<file path="config.mk">
export PLATFORM = sky130hd
export DESIGN_NAME = hcim_cell
export DESIGN_NICKNAME = d
export VERILOG_FILES = /design/src/hdl/hcim_pkg.sv /design/src/hdl/hcim_cell.sv
export SDC_FILE = /design/constraint.sdc
export NUM_CORES = 1
export LEC_CHECK = 0
export BUFFER_PORTS_ARGS = -buffer_cell sky130_fd_sc_hd__buf_2
export CAP_MARGIN = 20
export CORE_ASPECT_RATIO = 0.7
export CORE_MARGIN = 8
export CORE_UTILIZATION = 50
export CTS_CLUSTER_SIZE = 14
export DETAILED_ROUTE_END_ITERATION = 6
export PLACE_DENSITY = 0.85
export SLEW_MARGIN = 20
export SYNTH_ARGS = -nofsm -noshare
export SYNTH_HDL_FRONTEND = slang
export SYNTH_SLANG_ARGS = --single-unit
</file>
<file path="constraint.sdc">
create_clock -name i_clk -period 2.05 [get_ports i_clk]
set_input_delay 0.3075 -clock i_clk [delete_from_list [all_inputs] [get_ports i_clk]]
set_output_delay 0.3075 -clock i_clk [all_outputs]
set_load 0.005 [all_outputs]
</file>
<file path="src/hdl/hcim_pkg.sv">
package hcim_pkg;

    // Grid order: the grid is 2^C_ORDER cells on a side (1..31).
    localparam int C_ORDER   = 31;
    localparam int C_WORD_W  = 2 * C_ORDER;
    localparam int C_COORD_W = 32;
    localparam int C_POS_W   = 62;

    typedef enum logic {
        OP_XY2IDX = 1'b0,
        OP_IDX2XY = 1'b1
    } t_op;

    // Data carried from cell to cell.
    // x/y: forward map keeps the unprocessed bits left-aligned and shifts left;
    //      inverse map builds the result top-down and shifts right.
    // word: forward map collects index digits at the bottom (shift left);
    //       inverse map consumes position digits from the bottom (shift right).
    typedef struct packed {
        t_op                 op;
        logic                bad;
        logic [C_ORDER-1:0]  x;
        logic [C_ORDER-1:0]  y;
        logic [C_WORD_W-1:0] word;
    } t_stage;

endpackage

</file>
<file path="src/hdl/hcim_cell.sv">
module hcim_cell (
    input  logic             i_clk,
    input  logic             i_rst_n,
    input  logic             i_adv,
    input  logic             i_odd_fwd,
    input  logic             i_odd_inv,
    input  logic             i_valid,
    input  hcim_pkg::t_stage i_data,
    output logic             o_valid,
    output hcim_pkg::t_stage o_data
);

    logic             r_valid;
    hcim_pkg::t_stage r_data;
    hcim_pkg::t_stage n_data;

    always_comb begin
        logic                         rx, ry, a, b, hx, hy;
        logic [1:0]                   q;
        logic [hcim_pkg::C_ORDER-1:0] sx, sy;
        n_data = i_data;
        rx = i_data.x[hcim_pkg::C_ORDER-1];
        ry = i_data.y[hcim_pkg::C_ORDER-1];
        a  = i_odd_fwd ? rx : ry;   // mirror side
        b  = i_odd_fwd ? ry : rx;   // swap side
        q  = 2'd0;
        sx = i_data.x;
        sy = i_data.y;
        hx = 1'b0;
        hy = 1'b0;
        if (i_data.op == hcim_pkg::OP_XY2IDX) begin
            // top bit decides the quadrant, rest moves up one place
            if (!a && !b) begin
                q  = 2'd0;
                sx = i_data.x;
                sy = i_data.y;
            end else if (b) begin
                q  = a ? 2'd2 : 2'd1;
                sx = i_data.y;
                sy = i_data.x;
            end else begin
                q  = 2'd3;
                sx = ~i_data.x;
                sy = ~i_data.y;
            end
            n_data.x    = sx << 1;
            n_data.y    = sy << 1;
            n_data.word = (i_data.word << 2) | hcim_pkg::C_WORD_W'(q);
        end else begin
            q = i_data.word[1:0];
            case (q)
                2'd0: begin
                    sx = i_data.x;
                    sy = i_data.y;
                end
                2'd1: begin
                    sx = i_data.y;
                    sy = i_data.x;
                    hx = !i_odd_inv;
                    hy = i_odd_inv;
                end
                2'd2: begin
                    sx = i_data.y;
                    sy = i_data.x;
                    hx = 1'b1;
                    hy = 1'b1;
                end
                default: begin
                    sx = ~i_data.x;
                    sy = ~i_data.y;
                    hx = i_odd_inv;
                    hy = !i_odd_inv;
                end
            endcase
            // new half-size bit lands on top; low garbage drains out below
            n_data.x    = (sx >> 1) | (hcim_pkg::C_ORDER'(hx) << (hcim_pkg::C_ORDER - 1));
            n_data.y    = (sy >> 1) | (hcim_pkg::C_ORDER'(hy) << (hcim_pkg::C_ORDER - 1));
            n_data.word = i_data.word >> 2;
        end
    end

    always_ff @(posedge i_clk) begin
        if (!i_rst_n) begin
            r_valid <= 1'b0;
        end else if (i_adv) begin
            r_valid <= i_valid;
        end
    end

    always_ff @(posedge i_clk) begin
        if (i_adv) begin
            r_data <= n_data;
        end
    end

    assign o_valid = r_valid;
    assign o_data  = r_data;

endmodule

</file>
==> impl_results.html <==
<table>
<tr><th>Metric</th><th>Value</th></tr>
<tr><th colspan="2">STA</th></tr>
<tr><td>Transition at the pin with the smallest max-transition slack</td><td>0.372 ns</td></tr>
<tr><td>Worst clock skew</td><td>0 ns</td></tr>
<tr><td>Highest clock frequency the design can meet</td><td>617 MHz</td></tr>
<tr><td>Setup repair after global routing missed its margin</td><td>false</td></tr>
<tr><td>Final setup margin</td><td>0.428 ns</td></tr>
<tr><td>Minimum clock period</td><td>1.62 ns</td></tr>
<tr><td>Relative slew slack</td><td>0.752</td></tr>
<tr><td>Setup violation total in the final timing report</td><td>0</td></tr>
<tr><td>Final hold violation count</td><td>0</td></tr>
<tr><td>Final cycle utilization of the critical path</td><td>0.791</td></tr>
<tr><td>Number of max-slew violations in the final report</td><td>0</td></tr>
<tr><td>Post-route setup TNS</td><td>0 ns</td></tr>
<tr><th colspan="2">Worst hold path</th></tr>
<tr><td>Class of the tightest hold or removal check</td><td>primary input to flop</td></tr>
<tr><td>Hold path depth</td><td>1</td></tr>
<tr><td>Hold endpoint</td><td>o_data[124]</td></tr>
<tr><td>Hold path startpoint</td><td>i_data[124]</td></tr>
<tr><th colspan="2">Global route</th></tr>
<tr><td>Number of antenna violations at the first check in global routing</td><td>3</td></tr>
<tr><td>Global-route wire length before repair</td><td>34000 um</td></tr>
<tr><td>Layer carrying the most global-route usage</td><td>met2</td></tr>
<tr><td>Total GRT Usage</td><td>0.227</td></tr>
<tr><td>Met3 track utilization from global routing</td><td>0.0517</td></tr>
<tr><td>Pin count of the biggest net entering global routing</td><td>63</td></tr>
<tr><td>Residual overflow from global routing</td><td>0</td></tr>
<tr><td>Global routing met2 resource utilization</td><td>0.352</td></tr>
<tr><td>Vias in the first global route</td><td>6098</td></tr>
<tr><td>Global routing usage on met1</td><td>0.312</td></tr>
<tr><th colspan="2">Yosys</th></tr>
<tr><td>Leading area contributor after synthesis</td><td>edfxtp_1</td></tr>
<tr><td>Number of standard cells after synthesis</td><td>645</td></tr>
<tr><td>Fraction of synthesis flops using an asynchronous set or reset pin</td><td>0</td></tr>
<tr><td>Share of Yosys cell area claimed by the top area cell type</td><td>0.518</td></tr>
<tr><td>Synthesis warning total</td><td>0</td></tr>
<tr><td>Area contributors post-synth</td><td>edfxtp_1, mux2_2, a21oi_1</td></tr>
<tr><td>Synth Area per Inst</td><td>11.3 um^2</td></tr>
<tr><td>Seq/Total Area, Yosys</td><td>0.521</td></tr>
<tr><td>Synthesized netlist net count</td><td>782</td></tr>
<tr><td>Register bit count reported by yosys</td><td>127</td></tr>
<tr><td>Netlist area before placement</td><td>0.00730 mm^2</td></tr>
<tr><td>Post-synth EDFFs</td><td>126</td></tr>
<tr><td>Predominant post-synthesis flop cell</td><td>edfxtp_1</td></tr>
<tr><td>Post-synth cell types</td><td>33</td></tr>
<tr><th colspan="2">Critical path</th></tr>
<tr><td>Category of the worst setup path capture point</td><td>flop</td></tr>
<tr><td>Cell count of the worst reg-to-reg path</td><td>2</td></tr>
<tr><td>Slack of the worst reg-to-reg path</td><td>1.46 ns</td></tr>
<tr><td>Start of the worst register-to-register path</td><td>o_valid</td></tr>
<tr><td>Critical R2R Capture</td><td>o_valid</td></tr>
<tr><td>Arrival time reported for the critical path endpoint</td><td>1.80 ns</td></tr>
<tr><td>Worst-path maximum fanout</td><td>18</td></tr>
<tr><td>Required time at the endpoint of the critical path</td><td>2.23 ns</td></tr>
<tr><td>Worst Path Class, Setup</td><td>primary input to flop</td></tr>
<tr><td>CP startpoint kind</td><td>primary input</td></tr>
<tr><th colspan="2">Clocking</th></tr>
<tr><td>Clock tree sinks</td><td>127</td></tr>
<tr><td>Max H-tree Level</td><td>4</td></tr>
<tr><td>Clock transition at the register clock pins on the worst setup and hold paths after CTS</td><td>0.07 ns</td></tr>
<tr><td>CTS Buf Count</td><td>17</td></tr>
<tr><td>Total of hold buffers inserted after clock tree synthesis</td><td>0</td></tr>
<tr><td>Quantity of gates resized following cts</td><td>0</td></tr>
<tr><td>Setup Buffers After CTS</td><td>0</td></tr>
<tr><td>Clock tree from TritonCTS</td><td>done</td></tr>
<tr><td>Clk Latency, worst-skew pair</td><td>0.41 ns</td></tr>
<tr><td>Clock Tree Buf Depth</td><td>2</td></tr>
<tr><td>Root Driver</td><td>clkbuf_16</td></tr>
<tr><th colspan="2">Die</th></tr>
<tr><td>Chip width</td><td>160 um</td></tr>
<tr><td>Floorplan row count</td><td>37</td></tr>
<tr><td>I/O pins</td><td>259</td></tr>
<tr><td>Die extent in y</td><td>117 um</td></tr>
<tr><td>Core Area</td><td>0.0145 mm^2</td></tr>
<tr><td>Starting Density</td><td>0.504</td></tr>
<tr><td>Area enclosed by the die boundary</td><td>0.0188 mm^2</td></tr>
<tr><th colspan="2">Final layout</th></tr>
<tr><td>Number of fill cells in the layout</td><td>1106</td></tr>
<tr><td>Share of cells above drive strength 1</td><td>0.433</td></tr>
<tr><td>Area of all placed cells without fillers</td><td>0.00948 mm^2</td></tr>
<tr><td>Total Nets Final</td><td>1022</td></tr>
<tr><td>Post-Layout Cell Count</td><td>1096</td></tr>
<tr><td>Area growth from synthesis to layout</td><td>29.9%</td></tr>
<tr><th colspan="2">Status</th></tr>
<tr><td>Outcome</td><td>finished, violations left</td></tr>
<tr><td>Failing checks</td><td>design-rule violations</td></tr>
<tr><th colspan="2">Drt</th></tr>
<tr><td>Average via count per standard cell</td><td>6.01</td></tr>
<tr><td>Total iterations of the first detailed-routing run</td><td>7</td></tr>
<tr><td>Total wire length</td><td>21900 um</td></tr>
<tr><td>DRC</td><td>8</td></tr>
<tr><td>Vias</td><td>6589</td></tr>
<tr><td>Average wire per cell in the routed design</td><td>20.0 um</td></tr>
<tr><td>Routed Antenna Nets</td><td>0</td></tr>
<tr><td>Number of DRC markers after the initial detailed-route iteration</td><td>723</td></tr>
<tr><th colspan="2">Place</th></tr>
<tr><td>Worst slack at placement</td><td>0.0118 ns</td></tr>
<tr><td>Number of port buffers</td><td>258</td></tr>
<tr><td>Detailed placer's ending HPWL</td><td>15700 um</td></tr>
<tr><td>Inst Count DP</td><td>1061</td></tr>
<tr><td>Post-DP Area</td><td>0.00889 mm^2</td></tr>
<tr><td>Final RePlAce weighted congestion</td><td>0.832</td></tr>
<tr><th colspan="2">Pwr</th></tr>
<tr><td>Leakage power summed over all cells</td><td>0.00396 uW</td></tr>
<tr><td>Largest vdd supply drop</td><td>0.633 mV</td></tr>
<tr><td>Power density over the cells</td><td>821 mW/mm^2</td></tr>
<tr><th colspan="2">Job</th></tr>
<tr><td>Number of max-cap violations</td><td>0</td></tr>
</table>
[flip-flops by register name, indices dropped and copies added, names as in the netlist]
register  flops
o_valid       1
o_data      126
[placed cells by master, fill, tap and decap left out, drive strengths merged]
master,Yosys,final
a2111oi,2,2
a211o,1,1
a21o,30,30
a21oi,88,88
a221o,30,30
a221oi,30,30
a22o,28,28
a32oi,29,29
and3,2,2
buf,37,290
clkbuf,32,17
clkinv,0,4
dfxtp,1,1
diode,0,3
edfxtp,126,126
ha,5,5
inv,6,17
mux2,58,58
mux2i,3,3
nand2,36,36
nor2,58,58
nor2b,4,4
nor3,2,2
nor3b,2,2
o211ai,2,2
o21ai,31,31
o221a,1,1
or2,1,1
[report_power, final]
group | switching, uW | internal (uW)
registers | 76.1 | 3180
clock network | 1360 | 1640
logic | 819 | 712
[per-layer routing]
metal	wire length, um	vias to the layer above
met2	10400	381
met4	267	0
met1	9300	3121
met3	1990	25
met5	0	-
li1	-	3062
[critical path, cell delays in order]
cell and delay (ns):
buf_2 0.14, inv_1 0.09, ha_2 0.31, buf_4 0.21, a221oi_1 0.32, a21oi_1 0.08, a22o_1 0.19, a21o_1 0.15
[metrics by stage]
stage          hold WS (ns)   util  total power, uW
6_report             0.0668  0.654             7790
5_1_grt              0.0601  0.654             8110
4_1_cts              0.0601  0.654             7830
3_5_place_dp          0.498  0.613             4830
3_3_place_gp          0.485  0.613             4790
2_1_floorplan         0.406      -             4070
[layout make-up]
type	instances	area [um^2]	area share
inverters	6	22.5	0.00237
clock buffers	17	425	0.0449
multi-input cells	443	3170	0.334
well taps	195	244	0.0257
repair buffers	290	1650	0.174
clock inverters	15	164	0.0173
diodes	3	7.51	0.000792
flip-flops and latches	127	3800	0.401
[synth_stat cells (28+ instances only)]
master,count
edfxtp_1,126
a21oi_1,88
nor2_1,58
mux2_2,57
nand2_1,36
clkbuf_1,31
a21o_1,30
a221o_1,30
a221oi_1,30
buf_2,30
a32oi_1,29
a22o_1,28
[cells by family after synthesis]
family	synth area share
compound gates	0.267
flops	0.521
mux	0.0958
simple gates	0.0591
buf+inv	0.0485
fa+ha+maj	0.00857
[worst max-delay path by stage]
stage               cells after the start      start           to
global route                            8  i_data[1]  o_data[117]
detailed placement                      8  i_data[1]   o_data[98]
floorplan                               8  i_data[0]  o_data[121]
CTS                                     8  i_data[1]   o_data[98]
finish                                  8  i_data[1]  o_data[115]
global placement                        8  i_data[0]  o_data[120]
No activity file was read; power rests on OpenSTA's default activity.
